`config.mk`:
```
export PLATFORM = sky130hd
export DESIGN_NAME = marker_length_frame_deframer
export DESIGN_NICKNAME = d
export VERILOG_FILES = /design/src/rtl/core/mlfd_pkg.sv /design/src/rtl/core/mlfd_store.sv /design/src/rtl/core/mlfd_collect.sv /design/src/rtl/core/mlfd_emit.sv /design/src/rtl/core/marker_length_frame_deframer.sv
export SDC_FILE = /design/constraint.sdc
export NUM_CORES = 1
export LEC_CHECK = 0
export ABC_AREA = 0
export BUFFER_PORTS_ARGS = -buffer_cell sky130_fd_sc_hd__buf_2
export CORE_MARGIN = 2
export CORE_UTILIZATION = 63
export DETAILED_ROUTE_END_ITERATION = 8
export PLACE_DENSITY_LB_ADDON = 0.1
export SLEW_MARGIN = 20
export SYNTH_ARGS = -nofsm -noshare
export SYNTH_HDL_FRONTEND = slang
export SYNTH_SLANG_ARGS = --single-unit
export TNS_END_PERCENT = 100
```
`constraint.sdc`:
```
create_clock -name i_clk -period 5.4 [get_ports i_clk]
set_input_delay 0.81 -clock i_clk [delete_from_list [all_inputs] [get_ports i_clk]]
set_output_delay 0.81 -clock i_clk [all_outputs]
set_load 0.1 [all_outputs]
```
`src/rtl/core/mlfd_pkg.sv`:
```
// Package for the marker/length frame deframer.
// Holds the framing constants, the emitter state type and the frame-done struct.
// No dependencies.
package mlfd_pkg;

    localparam logic [7:0] START_BYTE = 8'hAA;
    localparam logic [7:0] END_BYTE   = 8'hFF;
    localparam int unsigned HEAD_LEN  = 4;
    localparam int unsigned TAIL_LEN  = 2;
    localparam logic [7:0] MIN_LEN    = 8'(HEAD_LEN + TAIL_LEN);

    typedef enum logic [1:0] {
        ST_IDLE,
        ST_READ,
        ST_LOAD,
        ST_EMPTY
    } t_emit_state;

    typedef struct packed {
        logic       start;
        logic [7:0] ftype;
        logic [7:0] fid;
        logic [7:0] npay;
    } t_frame_info;

endpackage

```
`src/rtl/core/mlfd_store.sv`:
```
// Frame byte store: one write port, one read port with registered read data.
// Depends on nothing.
module mlfd_store #(
    parameter int unsigned DEPTH = 64,
    parameter int unsigned AW    = $clog2(DEPTH)
) (
    input  logic          i_clk,
    input  logic          i_wr_en,
    input  logic [AW-1:0] i_wr_addr,
    input  logic [7:0]    i_wr_data,
    input  logic          i_rd_en,
    input  logic [AW-1:0] i_rd_addr,
    output logic [7:0]    o_rd_data
);

    logic [7:0] r_mem [DEPTH];
    logic [7:0] r_rd_data;

    always_ff @(posedge i_clk) begin
        if (i_wr_en) begin
            r_mem[i_wr_addr] <= i_wr_data;
        end
        if (i_rd_en) begin
            r_rd_data <= r_mem[i_rd_addr];
        end
    end

    assign o_rd_data = r_rd_data;

endmodule

```
`src/rtl/core/mlfd_collect.sv`:
```
// Receive side: counts bytes, tracks length, sum, checksum, type and id,
// writes bytes to the store and flags a good frame. Uses mlfd_pkg.
module mlfd_collect #(
    parameter int unsigned MAX_FRAME = 64,
    parameter int unsigned AW        = $clog2(MAX_FRAME)
) (
    input  logic                 i_clk,
    input  logic                 i_rst_n,
    input  logic                 i_acc,
    input  logic [7:0]           i_byte,
    output logic                 o_wr_en,
    output logic [AW-1:0]        o_wr_addr,
    output mlfd_pkg::t_frame_info o_info
);

    logic [8:0] r_count, n_count;
    logic [7:0] r_sum, n_sum;
    logic [7:0] r_len, n_len;
    logic [7:0] r_ck, n_ck;
    logic [7:0] r_type, n_type;
    logic [7:0] r_id, n_id;

    logic [8:0] cnt0, cnt1;
    logic [7:0] sum0, sum1;
    logic [7:0] len_eff;
    logic       is_end, done, good, clear;

    always_comb begin
        cnt0    = (i_byte == mlfd_pkg::START_BYTE) ? 9'd0 : r_count;
        sum0    = (i_byte == mlfd_pkg::START_BYTE) ? 8'd0 : r_sum;
        cnt1    = cnt0 + 9'd1;
        sum1    = sum0 + i_byte;
        len_eff = (cnt0 == 9'd1) ? i_byte : r_len;
        is_end  = (i_byte == mlfd_pkg::END_BYTE);
        done    = (cnt1 > 9'd1) && is_end && (cnt1 == {1'b0, len_eff});
        good    = done && (len_eff >= mlfd_pkg::MIN_LEN)
                  && ({1'b0, len_eff} <= 9'(MAX_FRAME))
                  && (sum1 == {r_ck[6:0], 1'b0});
        clear   = is_end || ((cnt1 > 9'd1) && (cnt1 > {1'b0, len_eff}));

        n_count = r_count;
        n_sum   = r_sum;
        n_len   = r_len;
        n_ck    = r_ck;
        n_type  = r_type;
        n_id    = r_id;
        if (i_acc) begin
            n_count = clear ? 9'd0 : cnt1;
            n_sum   = clear ? 8'd0 : sum1;
            if (cnt0 == 9'd1) begin
                n_len = i_byte;
            end
            if (cnt0 == 9'd2) begin
                n_type = i_byte;
            end
            if (cnt0 == 9'd3) begin
                n_id = i_byte;
            end
            if ((cnt1 + 9'd1) == {1'b0, len_eff}) begin
                n_ck = i_byte;
            end
        end

        o_wr_en       = i_acc && (cnt0 < 9'(MAX_FRAME));
        o_wr_addr     = cnt0[AW-1:0];
        o_info.start  = i_acc && good;
        o_info.ftype  = r_type;
        o_info.fid    = r_id;
        o_info.npay   = len_eff - mlfd_pkg::MIN_LEN;
    end

    always_ff @(posedge i_clk) begin
        if (!i_rst_n) begin
            r_count <= '0;
            r_sum   <= '0;
        end else begin
            r_count <= n_count;
            r_sum   <= n_sum;
        end
        r_len  <= n_len;
        r_ck   <= n_ck;
        r_type <= n_type;
        r_id   <= n_id;
    end

endmodule

```
`src/rtl/core/mlfd_emit.sv`:
```
// Result side: reads payload bytes from the store and drives the output register.
// Uses mlfd_pkg.
module mlfd_emit #(
    parameter int unsigned AW = 6
) (
    input  logic                  i_clk,
    input  logic                  i_rst_n,
    input  mlfd_pkg::t_frame_info i_info,
    output logic                  o_busy,
    output logic                  o_rd_en,
    output logic [AW-1:0]         o_rd_addr,
    input  logic [7:0]            i_rd_data,
    input  logic                  i_stall,
    output logic                  o_valid,
    output logic [7:0]            o_frame_type,
    output logic [7:0]            o_frame_id,
    output logic [7:0]            o_payload_byte,
    output logic                  o_has_payload,
    output logic                  o_last_of_frame
);

    mlfd_pkg::t_emit_state r_state, n_state;
    logic [AW-1:0] r_addr, n_addr;
    logic [7:0]    r_left, n_left;
    logic [7:0]    r_type, n_type;
    logic [7:0]    r_id, n_id;
    logic          r_valid, n_valid;
    logic [7:0]    r_pay, n_pay;
    logic          r_has, n_has;
    logic          r_last, n_last;
    logic [7:0]    r_otype, n_otype;
    logic [7:0]    r_oid, n_oid;
    logic          out_free;

    always_comb begin
        out_free = !r_valid || !i_stall;
        n_state  = r_state;
        n_addr   = r_addr;
        n_left   = r_left;
        n_type   = r_type;
        n_id     = r_id;
        n_valid  = r_valid && i_stall;
        n_pay    = r_pay;
        n_has    = r_has;
        n_last   = r_last;
        n_otype  = r_otype;
        n_oid    = r_oid;
        o_rd_en  = 1'b0;

        unique case (r_state)
            mlfd_pkg::ST_IDLE: begin
                if (i_info.start) begin
                    n_type  = i_info.ftype;
                    n_id    = i_info.fid;
                    n_left  = i_info.npay;
                    n_addr  = AW'(mlfd_pkg::HEAD_LEN);
                    n_state = (i_info.npay == 8'd0) ? mlfd_pkg::ST_EMPTY
                                                    : mlfd_pkg::ST_READ;
                end
            end
            mlfd_pkg::ST_READ: begin
                if (out_free) begin
                    o_rd_en = 1'b1;
                    n_state = mlfd_pkg::ST_LOAD;
                end
            end
            mlfd_pkg::ST_LOAD: begin
                n_valid = 1'b1;
                n_otype = r_type;
                n_oid   = r_id;
                n_pay   = i_rd_data;
                n_has   = 1'b1;
                n_last  = (r_left == 8'd1);
                n_left  = r_left - 8'd1;
                n_addr  = r_addr + AW'(1);
                n_state = (r_left == 8'd1) ? mlfd_pkg::ST_IDLE : mlfd_pkg::ST_READ;
            end
            mlfd_pkg::ST_EMPTY: begin
                if (out_free) begin
                    n_valid = 1'b1;
                    n_otype = r_type;
                    n_oid   = r_id;
                    n_pay   = 8'd0;
                    n_has   = 1'b0;
                    n_last  = 1'b1;
                    n_state = mlfd_pkg::ST_IDLE;
                end
            end
            default: n_state = mlfd_pkg::ST_IDLE;
        endcase
    end

    always_ff @(posedge i_clk) begin
        if (!i_rst_n) begin
            r_state <= mlfd_pkg::ST_IDLE;
            r_valid <= 1'b0;
        end else begin
            r_state <= n_state;
            r_valid <= n_valid;
        end
        r_addr  <= n_addr;
        r_left  <= n_left;
        r_type  <= n_type;
        r_id    <= n_id;
        r_pay   <= n_pay;
        r_has   <= n_has;
        r_last  <= n_last;
        r_otype <= n_otype;
        r_oid   <= n_oid;
    end

    assign o_busy          = (r_state != mlfd_pkg::ST_IDLE);
    assign o_rd_addr       = r_addr;
    assign o_valid         = r_valid;
    assign o_frame_type    = r_otype;
    assign o_frame_id      = r_oid;
    assign o_payload_byte  = r_pay;
    assign o_has_payload   = r_has;
    assign o_last_of_frame = r_last;

endmodule

```
`src/rtl/core/marker_length_frame_deframer.sv`:
```
// Marker/length frame deframer top level: collector, frame store, emitter.
// Takes one byte per cycle while no frame is being emitted. For a good frame the emitter
// reads each payload byte from the store, then loads it into the output register; an empty
// frame gives one result with no payload. A new store read waits while the output is stalled.
// The input is stalled once the frame's closing byte is taken until its last result is loaded.
// Synchronous active-low reset clears counters, emitter state and output valid;
// the store contents are not cleared. Uses mlfd_pkg, mlfd_store, mlfd_collect, mlfd_emit.
module marker_length_frame_deframer #(
    parameter int unsigned MAX_FRAME = 64
) (
    input  logic       i_clk,
    input  logic       i_rst_n,
    input  logic       i_valid,
    input  logic [7:0] i_rx_byte,
    output logic       o_stall,
    output logic       o_valid,
    input  logic       i_stall,
    output logic [7:0] o_frame_type,
    output logic [7:0] o_frame_id,
    output logic [7:0] o_payload_byte,
    output logic       o_has_payload,
    output logic       o_last_of_frame
);

    localparam int unsigned AW = $clog2(MAX_FRAME);

    logic                  acc;
    logic                  busy;
    logic                  wr_en;
    logic [AW-1:0]         wr_addr;
    logic                  rd_en;
    logic [AW-1:0]         rd_addr;
    logic [7:0]            rd_data;
    mlfd_pkg::t_frame_info info;

    assign o_stall = busy;
    assign acc     = i_valid && !busy;

    mlfd_collect #(.MAX_FRAME(MAX_FRAME), .AW(AW)) u_collect (
        .i_clk     (i_clk),
        .i_rst_n   (i_rst_n),
        .i_acc     (acc),
        .i_byte    (i_rx_byte),
        .o_wr_en   (wr_en),
        .o_wr_addr (wr_addr),
        .o_info    (info)
    );

    mlfd_store #(.DEPTH(MAX_FRAME), .AW(AW)) u_store (
        .i_clk     (i_clk),
        .i_wr_en   (wr_en),
        .i_wr_addr (wr_addr),
        .i_wr_data (i_rx_byte),
        .i_rd_en   (rd_en),
        .i_rd_addr (rd_addr),
        .o_rd_data (rd_data)
    );

    mlfd_emit #(.AW(AW)) u_emit (
        .i_clk           (i_clk),
        .i_rst_n         (i_rst_n),
        .i_info          (info),
        .o_busy          (busy),
        .o_rd_en         (rd_en),
        .o_rd_addr       (rd_addr),
        .i_rd_data       (rd_data),
        .i_stall         (i_stall),
        .o_valid         (o_valid),
        .o_frame_type    (o_frame_type),
        .o_frame_id      (o_frame_id),
        .o_payload_byte  (o_payload_byte),
        .o_has_payload   (o_has_payload),
        .o_last_of_frame (o_last_of_frame)
    );

endmodule

```
==> summary.txt, run 1 <==
Synthesis
  • Post-synthesis cell count: 1305
  • Simple-gate portion of the synthesized area: 0.0482
  • Post-synthesis cell area: 25300 um2
  • Largest family of logic cells by synthesized area: multiplexers
  • XOR/XNOR share of the synthesized area: 0.0131
  • Cell variety after synth: 55
  • Syn_nets: 1336
  • Sequential area share after synthesis: 0.735
  • Async S/R FF share, synth: 0
  • Mux cell area share after synthesis: 0.154
  • Avg Cell Area, Syn: 19.4 um2
  • Synth Register Bits: 627
  • Syn. warnings: 0
  • EDFF count, synth: 607
  • Dominant synthesized flop cell: edfxtp_1
  • Complex-gate fraction of the synthesized area: 0.0264
  • Post-synthesis adder-cell area fraction: 0.0101

Clock tree
  • Num CTS Buffers: 58
  • # resized after CTS: 0
  • Clk slew on worst S/H paths: 60 ps
  • Hold buffers post-CTS: 0
  • Clk_lat worst skew: 610 ps
  • H-tree Lvls: 2
  • Root Driver: clkbuf_16
  • Clock sinks: 627
  • Post-CTS setup repair buffer count: 0
  • CTS tree: done
  • Clock buffer depth: 3

Place
  • GPL Wtd Cong: 0.880
  • I/O Buffers: 39
  • Post-DP HPWL: 31700 um
  • Setup WS pre-CTS: 741 ps
  • Post-DP Area: 26200 um2

Final layout
  • Storage cell area: 18600 um2
  • Nets: 1395
  • Multi-input logic area: 6370 um2
  • Commonest non-fill, non-tap cell in the layout: edfxtp_1
  • Fillers: 2440
  • Share of cells above drive strength 1: 0.222
  • Post-layout util: 0.703
  • Inserted Diodes: 0
  • Cell area after layout: 27900 um2
  • Most frequent cells in the layout: 607 x edfxtp_1, 168 x mux4_2, 105 x nor2_1
  • Synth-to-Final Area Change: 10.3%

Power and ir drop
  • Sequential power share: 0.560
  • Net Switching: 1.93 mW
  • Clock power frac: 0.406
  • Combinational power share: 0.035
  • Pint: 7.68 mW
  • Leak: 8.88 nW
  • Max IR drop VDD: 302 uV
  • Power per Cell Area: 344 nW/um2
  • Net Sw Frac: 0.201

Timing
  • Setup Total Neg Slack: 0 ps
  • Clk_skew: 15.6 ps
  • Final hold vios: 0
  • Tcrit/Tclk final: 0.822
  • Rel. slew slack: 0.392
  • Setup violators final: 0
  • Slew Limit Fails: 0
  • Final min period: 4440 ps
  • Worst-margin pin slew: 912 ps
  • RSZ-0062 raised after global routing: no
  • FMAX: 0.225 GHz
  • PnR worst setup slack: 959 ps

Floorplanning
  • Starting Density: 0.638
  • Die Area: 41800 um2
  • Row count: 73
  • Die W: 205 um
  • I/O pin count: 40
  • Core area: 39700 um2
  • Die height: 205 um

Worst setup path
  • WS Path Type: reg -> reg
  • Crit path capture type: register
  • R2r startpoint: u_collect.r_count[3]
  • CP max stage delay: 640 ps
  • FF-to-FF End: u_emit.r_type[6]
  • CP delay by family, top: simple AND/OR/NAND/NOR gates
  • R2r worst-path depth: 11
  • Buffers & Inverters on Critical Path: 3
  • Worst R2R Setup Slack: 960 ps
  • Crit path required time: 5640 ps
  • Highest net fanout along the worst path: 28
  • Worst path most repeated cell: inv_1
  • CP startpoint kind: register
  • CP max-delay cell: or4b_1
  • Cells along the critical path: or4b_1 > a2111oi_4 > buf_4 > mux2_2 > inv_1 > ha_1 > nand3_1 > nor4_1 > and4_1 > nand4_1 > inv_1
  • Critical Path AT: 4680 ps

Route
  • Vias: 12500
  • Post-Route WL: 52900 um
  • DRC viols: 0
  • Wire per inst: 27.4 um
  • Detailed Route Iter0 Violations: 1400
  • Antenna Nets Post-Route: 0
  • Detail-routed via count per cell: 6.47
  • DRT Pass-1 Iters: 5

Worst hold path
  • Hold depth: 0
  • Hold path start: u_emit.r_type[7]
  • Hold EP: u_emit.o_frame_type[7]
  • Worst min path class: reg -> reg

Run status
  • Status: completed

Global route
  • First-pass GRT wire length: 78800 um
  • Number of global-route vias before repair: 12500
  • Grt ovf: 0
  • GR Util All Layers: 0.263
  • Initial antenna violation count: 0
  • Largest net degree at the start of global routing: 80

Job
  • Maxcap violations: 0
-- power by group through the flow --
stage / logic, mW / clock network [mW] / registers, mW
floorplan: 0.193 / 0 / 5.47
global placement: 0.319 / 0 / 5.48
detailed placement: 0.330 / 0 / 5.48
CTS: 0.331 / 3.95 / 5.38
global route: 0.367 / 4.12 / 5.38
finish: 0.334 / 3.90 / 5.38
-- sequential cells by signal (all words and copies together), names as in the netlist --
| register | count |
|---|---|
| u_collect.r_type | 8 |
| u_collect.r_ck | 7 |
| u_emit.o_valid | 1 |
| u_emit.o_last_of_frame | 1 |
| u_store.o_rd_data | 8 |
| u_collect.r_count | 9 |
| u_emit.r_left | 8 |
| u_emit.o_rd_addr | 6 |
| u_emit.r_id | 8 |
| u_store.r_mem | 512 |
| u_collect.r_len | 8 |
| u_emit.r_type | 8 |
| u_emit.o_frame_type | 8 |
| u_emit.o_frame_id | 8 |
| u_emit.o_payload_byte | 8 |
| u_emit.o_has_payload | 1 |
| u_collect.r_id | 8 |
| u_collect.r_sum | 8 |
| u_emit.r_state | 2 |
-- cell type report --
| cell class | count | share of cell area |
|---|---|---|
| clock buffer | 77 | 0.0545 |
| clock inverter | 26 | 0.00976 |
| inverter | 19 | 0.00255 |
| multi-input combinational | 595 | 0.228 |
| sequential | 627 | 0.666 |
| tap | 525 | 0.0235 |
| timing repair buffer | 63 | 0.0152 |
-- worst reg2reg max path: stages, from the launching register on --
cell and delay, ps:
dfxtp_1 470, or4b_1 640, a2111oi_4 290, buf_4 370, mux2_2 420, inv_1 140, ha_1 150, nand3_1 120
nor4_1 400, and4_1 260, nand4_1 260, inv_1 550
-- cell usage after synthesis (11+ instances only) --
cell type	instances	area, um2
a21oi_1	23	115
and2_1	21	131
buf_1	15	56.3
clkbuf_1	45	169
dfxtp_1	20	400
edfxtp_1	607	18200
ha_1	18	225
inv_1	19	71.3
mux4_2	168	3780
nand2_1	50	188
nand3_1	20	100
nor2_1	106	398
nor3_1	11	55.1
nor4_1	11	68.8
o21ai_0	24	120
xnor2_1	26	228
xor2_1	12	105
-- logic make-up (layout without fill, tap and decap cells) --
family,Yosys count,count (layout)
xor+xnor,38,38
flops,627,627
buf+inv,83,185
simple gates,260,260
fa+ha+maj,20,20
compound gates,99,99
mux,178,178
-- how the worst max path moves through the flow --
stage	end	start	slack [ps]	depth (start not counted)
floorplan	u_emit.r_id[0]	i_rx_byte[4]	630	16
global placement	u_emit.r_type[2]	i_rx_byte[0]	800	15
detailed placement	u_emit.r_type[6]	i_rx_byte[2]	740	15
CTS	u_emit.r_type[6]	u_collect.r_count[3]	1010	11
global route	u_emit.r_type[6]	u_collect.r_count[0]	790	11
finish	u_emit.r_type[6]	u_collect.r_count[3]	960	11
-- routing by layer --
| layer | GRT usage | wire [um] | vias to the layer above | part of all wire |
|---|---|---|---|---|
| li1 | - | - | 5447 | - |
| met1 | 0.381 | 21700 | 6455 | 0.41 |
| met2 | 0.417 | 25800 | 524 | 0.49 |
| met3 | 0.0523 | 4050 | 79 | 0.077 |
| met4 | 0.0707 | 1310 | 0 | 0.025 |
| met5 | 0 | 0 | - | 0 |
-- stage by stage --
stage / std cells / total power [mW] / hold slack, ps
after floorplan: 1305 / 5.66 / 400
after global placement: 1829 / 5.80 / 406
after detailed placement: 1829 / 5.81 / 405
after CTS: 1932 / 9.66 / 417
after global routing: 1932 / 9.86 / 425
final: 1932 / 9.61 / 419
(Power assumes the default switching activity.)
==> run 2: changes to the inputs <==
--- a/config.mk
+++ b/config.mk
@@ -8,7 +8,7 @@
 export ABC_AREA = 0
 export BUFFER_PORTS_ARGS = -buffer_cell sky130_fd_sc_hd__buf_2
 export CORE_MARGIN = 2
-export CORE_UTILIZATION = 63
+export CORE_UTILIZATION = 56
 export DETAILED_ROUTE_END_ITERATION = 8
 export PLACE_DENSITY_LB_ADDON = 0.1
 export SLEW_MARGIN = 20
==> constraint.sdc (replaced) <==
create_clock -name i_clk -period 3.9 [get_ports i_clk]
set_input_delay 0.585 -clock i_clk [delete_from_list [all_inputs] [get_ports i_clk]]
set_output_delay 0.585 -clock i_clk [all_outputs]
set_load 0.1 [all_outputs]
==> run 2 against run 1 <==
  * Register-to-register slack got worse by 790 ps
  * Die area grew 12%
  * Hold slack worse by 110 ps
  * Combinational power up 53%
  * Final cell count rose by 8.7%
  * Count of clock-buffer cells in the layout decreased by 10
  * Largest cell class unchanged
  * Maximum frequency increased by 19%
  * Largest power group unchanged
  * Sequential cell count did not move
  * Sequential power rose by 38%
  * Highest routed layer unchanged
  * Routed wire length up 6.6%
  * Via count is 3.6% higher
  * Non-clock buffer count increased by 91
==> summary.txt, run 2 (synthesis gave the netlist of run 1 again) <==
Final layout
  • Largest register FFs: 512 (unchanged)
  • Biggest register: u_store.r_mem
  • Layout Cells excl Fill: 2100 (+8.7%)
  • Inserted Diodes: 0 (unchanged)
  • Most frequent cells in the layout: 607 x edfxtp_1, 168 x mux4_2, 106 x nor2_1, 106 x buf_4, 62 x clkbuf_16
  • Regs by FF count: u_store.r_mem (512), u_collect.r_count (9)
  • Share of cells above drive strength 1: 0.284 (+0.0620)
  • Commonest non-fill, non-tap cell in the layout: edfxtp_1
  • Nets: 1489 (+6.7%)
  • Synth-to-Final Area Change: 14.2%

Worst setup path
  • Crit path capture type: register
  • CP max-delay cell: or4_4
  • WS Path Type: reg -> reg
  • CP startpoint kind: register
  • Buffers & Inverters on Critical Path: 5 (+2)
  • CP max stage delay: 600 ps (-40 ps)
  • Crit path required time: 4240 ps (-1400 ps)
  • Worst R2R Setup Slack: 170 ps (-790 ps)
  • CP delay by family, top: simple AND/OR/NAND/NOR gates
  • Critical Path AT: 4060 ps (-620 ps)
  • Cells along the critical path: or4_4 > a2111oi_4 > buf_12 > mux2_2 > ha_1 > nand4_1 > nor4_1 > buf_4 > and4_1 > nand4_1 > buf_4 > clkinvlp_4 > buf_12
  • Highest net fanout along the worst path: 16 (-43%)

Power and ir drop
  • Max IR drop VDD: 359 uV (+19%)
  • Combinational power share: 0.038 (+0.003)
  • Power per Cell Area: 468 nW/um2 (+36%)
  • Net Switching: 2.84 mW (+47%)
  • Clock power frac: 0.413 (+0.007)
  • Net Sw Frac: 0.210 (+0.00888)
  • Leak: 9.43 nW (+6.2%)
  • Sequential power share: 0.550 (-0.010)
  • Pint: 10.7 mW (+39%)

Timing
  • Setup violators final: 0 (unchanged)
  • Clk_skew: 15.2 ps (-0.347 ps)
  • Final hold vios: 0 (unchanged)
  • Rel. slew slack: 0.226 (-0.166)
  • RSZ-0062 raised after global routing: no
  • Worst-margin pin slew: 1150 ps (+241 ps)
  • FMAX: 0.268 GHz (+19%)
  • Final min period: 3730 ps (-712 ps)
  • Setup Total Neg Slack: 0 ps (unchanged)
  • Tcrit/Tclk final: 0.956 (+0.134)
  • Slew Limit Fails: 0 (unchanged)

Job
  • Maxcap violations: 0 (unchanged)

Clock tree
  • Clock sinks: 627 (unchanged)
  • # resized after CTS: 0 (unchanged)
  • Num CTS Buffers: 61 (+5.2%)
  • Post-CTS setup repair buffer count: 0 (unchanged)
  • Clk_lat worst skew: 630 ps (+20 ps)
  • CTS tree: done
  • Root Driver: clkbuf_16
  • Hold buffers post-CTS: 0 (unchanged)
  • Clk slew on worst S/H paths: 60 ps (about the same)
  • Clock buffer depth: 3 (unchanged)
  • H-tree Lvls: 2 (unchanged)

Place
  • I/O Buffers: 39 (unchanged)
  • Cell Count Post-Placement: 1987 (+8.6%)
  • Post-DP HPWL: 35400 um (+12%)
  • GPL Wtd Cong: 0.839 (-4.7%)

Route
  • DRC viols: 0 (unchanged)
  • Vias: 13000 (+3.6%)
  • Post-Route WL: 56300 um (+6.6%)
  • DRT Pass-1 Iters: 5 (unchanged)
  • Detail-routed via count per cell: 6.17 (-4.7%)
  • Wire per inst: 26.8 um (-1.9%)
  • Antenna Nets Post-Route: 0 (unchanged)
  • Detailed Route Iter0 Violations: 1354 (-3.3%)

Floorplanning
  • Core area: 44400 um2 (+12%)
  • Starting Density: 0.570 (-0.0672)
  • Row count: 77 (+5.5%)
  • Die W: 217 um (+5.9%)
  • I/O pin count: 40 (unchanged)
  • Die height: 217 um (+5.9%)
  • Die Area: 46900 um2 (+12%)

Global route
  • First-pass GRT wire length: 84000 um (+6.6%)
  • Initial antenna violation count: 1 (+1)
  • GR Util All Layers: 0.248 (-0.0147)
  • Largest net degree at the start of global routing: 78 (-2.5%)
  • Grt ovf: 0 (unchanged)
  • Number of global-route vias before repair: 12900 (+3.2%)

Run status
  • Status: completed

Worst hold path
  • Worst min path class: in -> reg
-- run 2: power groups by stage --
stage	clock network, mW	logic (mW)	registers (mW)
2_1_floorplan	0	0.273	7.57
3_3_place_gp	0	0.496	7.58
3_5_place_dp	0	0.506	7.58
4_1_cts	5.68	0.509	7.44
5_1_grt	5.92	0.562	7.44
6_report	5.59	0.511	7.44
-- run 2: worst paths after layout --
check                                          start              endpoint  cells past startpoint
worst max-delay path            u_collect.r_count[8]        u_emit.r_id[4]                     13
worst min-delay path                         i_rst_n        u_emit.o_valid                      2
worst max register to register  u_collect.r_count[8]        u_emit.r_id[4]                     13
worst min register to register        u_emit.r_id[4]  u_emit.o_frame_id[4]                      0
-- run 2: cell type report --
type / count / area, um2
Inverter: 19 / 75.1
Multi-Input combinational cell: 595 / 6410
Clock inverter: 46 / 335
Timing Repair Buffer: 154 / 1170
Sequential cell: 627 / 18600
Clock buffer: 67 / 1570
Tap cell: 592 / 741
Fill cell: 2977 / 15500
-- run 2: metal layers --
| metal | share of wire | routed length, um | vias up | global-route usage |
|---|---|---|---|---|
| li1 | - | - | 5626 | - |
| met1 | 0.43 | 24000 | 6782 | 0.363 |
| met2 | 0.49 | 27500 | 477 | 0.396 |
| met3 | 0.065 | 3660 | 75 | 0.0387 |
| met4 | 0.021 | 1170 | 0 | 0.0671 |
| met5 | 0 | 0 | - | 0 |
-- run 2: metrics by stage --
stage                     hold slack (ps)  worst slack, ps  area [um2]  power, mW  utilization
final                                 312              171       28900       13.5        0.651
after global routing                  292             2.03       28900       13.9        0.651
after CTS                             284              202       28900       13.6        0.651
after detailed placement              405            -97.5       27000       8.09        0.609
after global placement                402            -31.5       27000       8.08        0.609
after floorplan                       400             -210       25400       7.85            -
==> run 3: changes to the inputs <==
--- a/config.mk
+++ b/config.mk
@@ -8,11 +8,12 @@
 export ABC_AREA = 0
 export BUFFER_PORTS_ARGS = -buffer_cell sky130_fd_sc_hd__buf_2
 export CORE_MARGIN = 2
-export CORE_UTILIZATION = 56
+export CORE_UTILIZATION = 57
 export DETAILED_ROUTE_END_ITERATION = 8
 export PLACE_DENSITY_LB_ADDON = 0.1
 export SLEW_MARGIN = 20
 export SYNTH_ARGS = -nofsm -noshare
 export SYNTH_HDL_FRONTEND = slang
+export SYNTH_HIERARCHICAL = 1
 export SYNTH_SLANG_ARGS = --single-unit
 export TNS_END_PERCENT = 100
==> run 3 against run 2 <==
  * First-iteration DRC count is 25% higher
  * Via count is 9.1% higher
  * Highest routed layer unchanged
  * Routed wire length is 7.3% higher
  * Non-clock buffer count is 79 higher
  * The run now ends with setup timing left
  * Hold slack worse by 37 ps
  * Sequential power hardly changed
  * Die area is 0.35% lower
==> summary.txt, run 3 <==
Floorplanning
  • Row count: 77 (unchanged)
  • Die height: 216 um (-0.17%)
  • I/O pin count: 40 (unchanged)
  • Die Area: 46800 um2 (-0.35%)
  • Die W: 216 um (-0.17%)
  • Starting Density: 0.580 (+0.00940)
  • Core area: 44300 um2 (-0.22%)

Clock tree
  • CTS tree: done
  • Num CTS Buffers: 61 (unchanged)
  • Clock buffer depth: 3 (unchanged)
  • H-tree Lvls: 2 (unchanged)
  • Clk_lat worst skew: 620 ps (about the same)
  • Root Driver: clkbuf_16
  • Clk slew on worst S/H paths: 60 ps (about the same)
  • Clock sinks: 627 (unchanged)
  • Hold buffers post-CTS: 0 (unchanged)

Synthesis
  • Sequential area share after synthesis: 0.725 (-0.0104)
  • Most common cell in the synthesized netlist: edfxtp_1
  • Dominant synthesized flop cell: edfxtp_1
  • Async S/R FF share, synth: 0 (unchanged)
  • Cell variety after synth: 71 (+29%)
  • Synth area leader: edfxtp_1
  • EDFF count, synth: 607 (unchanged)
  • Main area contributors after synthesis: edfxtp_1 71%, mux4_2 11%, nor2_1 1.6%
  • Post-synthesis cell area: 25700 um2 (+1.4%)
  • Top cells by count, synth: 607 x edfxtp_1, 126 x mux4_2, 107 x nor2_1, 63 x nand2_1, 30 x nand3_1
  • Top-area cell type share of the netlist area: 0.709 (-0.0101)
  • Syn_nets: 1449 (+8.5%)
  • Post-synthesis cell count: 1420 (+8.8%)
  • Avg Cell Area, Syn: 18.1 um2 (-6.8%)
  • Synth Register Bits: 627 (unchanged)
  • Syn. warnings: 6 (+6)

Timing
  • Setup Total Neg Slack: -3180 ps (-3180 ps)
  • Final hold slack: 275 ps (-36.9 ps)
  • Worst-margin pin slew: 928 ps (-226 ps)
  • Clk_skew: 25.8 ps (+10.6 ps)
  • Setup violators final: 32 (+32)
  • RSZ-0062 raised after global routing: yes
  • Slew Limit Fails: 0 (unchanged)
  • Rel. slew slack: 0.366 (+0.140)
  • PnR worst setup slack: -148 ps (-319 ps)
  • FMAX: 0.247 GHz (-7.9%)
  • Final min period: 4050 ps (+319 ps)
  • Final hold vios: 0 (unchanged)
  • Tcrit/Tclk final: 1.04 (+0.0817)

Run status
  • Status: complete, but fails checks
  • Failing checks: setup timing

Global route
  • Number of global-route vias before repair: 14000 (+8.8%)
  • Largest net degree at the start of global routing: 70 (-10%)
  • GR Util All Layers: 0.264 (+0.0158)
  • Initial antenna violation count: 3 (+2)
  • Grt ovf: 0 (unchanged)
  • First-pass GRT wire length: 89700 um (+6.8%)

Power and ir drop
  • Power per Cell Area: 464 nW/um2 (-0.82%)
  • Max IR drop VDD: 381 uV (+6.0%)
  • Leak: 9.97 nW (+5.7%)

Final layout
  • Biggest register: u_store/r_mem
  • Most frequent cells in the layout: 607 x edfxtp_1, 184 x buf_4, 126 x mux4_2
  • Commonest non-fill, non-tap cell in the layout: edfxtp_1
  • Nets: 1676 (+13%)
  • Synth-to-Final Area Change: 16.3%
  • Inserted Diodes: 0 (unchanged)
  • Share of cells above drive strength 1: 0.294 (+0.00957)
  • Layout Cells excl Fill: 2289 (+9.0%)
  • Cell area after layout: 29900 um2 (+3.3%)
  • Regs by FF count: u_store/r_mem (512), u_collect/r_count (9)
  • Largest register FFs: 512 (unchanged)

Place
  • Post-DP Area: 27800 um2 (+2.8%)
  • I/O Buffers: 39 (unchanged)
  • GPL Wtd Cong: 0.879 (+4.8%)
  • Cell Count Post-Placement: 2168 (+9.1%)
  • Post-DP HPWL: 38100 um (+7.6%)

Worst hold path
  • Worst min path class: in -> reg

Route
  • DRC viols: 0 (unchanged)
  • Antenna Nets Post-Route: 0 (unchanged)
  • Detailed Route Iter0 Violations: 1698 (+25%)
  • Vias: 14100 (+9.1%)
  • Post-Route WL: 60500 um (+7.3%)
  • DRT Pass-1 Iters: 5 (unchanged)
  • Detail-routed via count per cell: 6.18 (+0.13%)
  • Wire per inst: 26.4 um (-1.5%)

Worst setup path
  • Crit path capture type: register
  • CP startpoint kind: input pin
  • Critical Path AT: 4380 ps (+320 ps)
  • WS Path Type: in -> reg
  • Highest net fanout along the worst path: 9 (-7)
  • Crit path required time: 4230 ps (about the same)

Job
  • Maxcap violations: 0 (unchanged)
## run 3: kinds of logic after synthesis
kind of cell    count (synthesis)  share of synthesized area
flops                         627                      0.725
xor+xnor                       34                     0.0116
fa+ha+maj                      17                    0.00857
compound gates                150                     0.0431
simple gates                  329                     0.0638
buf+inv                        93                     0.0191
mux                           170                      0.129
## run 3: worst max-delay path, stage by stage
cell and delay, ps:
buf_8 100, or4_4 590, or2_4 310, and2_4 150, ha_4 160, fa_2 410
a21o_1 180, a21oi_2 190, xor2_2 190, xor2_1 160, nand3_1 120, nor4_2 320
nand3_2 140, a211oi_4 250, nor3b_4 280, buf_6 200
## run 3: what timing repair did
| action | CTS | global route |
|---|---|---|
| buffers inserted | 7 | 3 |
| endpoints found under the setup margin | 32 | 32 |
| pin swaps | 15 | 15 |
| gates cloned | 2 | 0 |
| gates resized for setup | 18 | 4 |
## run 3: layout make-up
class / count / area (um2)
clock inverters: 35 / 347
fillers: 2995 / 14400
repair buffers: 233 / 1780
flip-flops and latches: 627 / 18600
well taps: 592 / 741
multi-input cells: 700 / 6690
inverters: 24 / 90.1
clock buffers: 78 / 1610
## run 3: metrics by stage
step | utilization | setup WS [ps] | total power [mW]
after global placement | 0.627 | -888 | 8.20
after detailed placement | 0.627 | -961 | 8.21
after CTS | 0.675 | -214 | 13.9
after floorplan | - | -802 | 7.87
after global routing | 0.674 | -320 | 14.3
final | 0.674 | -148 | 13.9
## run 3: where the power goes
group	switching, mW	internal, mW
sequential	0.0149	7.42
clock	2.44	3.31
combinational	0.399	0.272
total	2.86	11.0
## run 3: layer usage
metal / up-vias / global-route usage / part of all wire
li1: 6165 / - / -
met1: 7277 / 0.390 / 0.42
met2: 601 / 0.410 / 0.47
met3: 102 / 0.0486 / 0.078
met4: 0 / 0.0740 / 0.026
met5: - / 0 / 0
## run 3: final timing paths
check                  startpoint              endpoint  slack [ps]  cells after the start
min                       i_rst_n     u_emit/r_state[0]         270                      2
max                  i_rx_byte[0]      u_emit/r_type[6]        -150                     16
min reg2reg        u_emit/r_id[7]  u_emit/o_frame_id[7]         420                      0
max reg2reg  u_collect/r_count[5]      u_emit/r_type[6]         370                     13
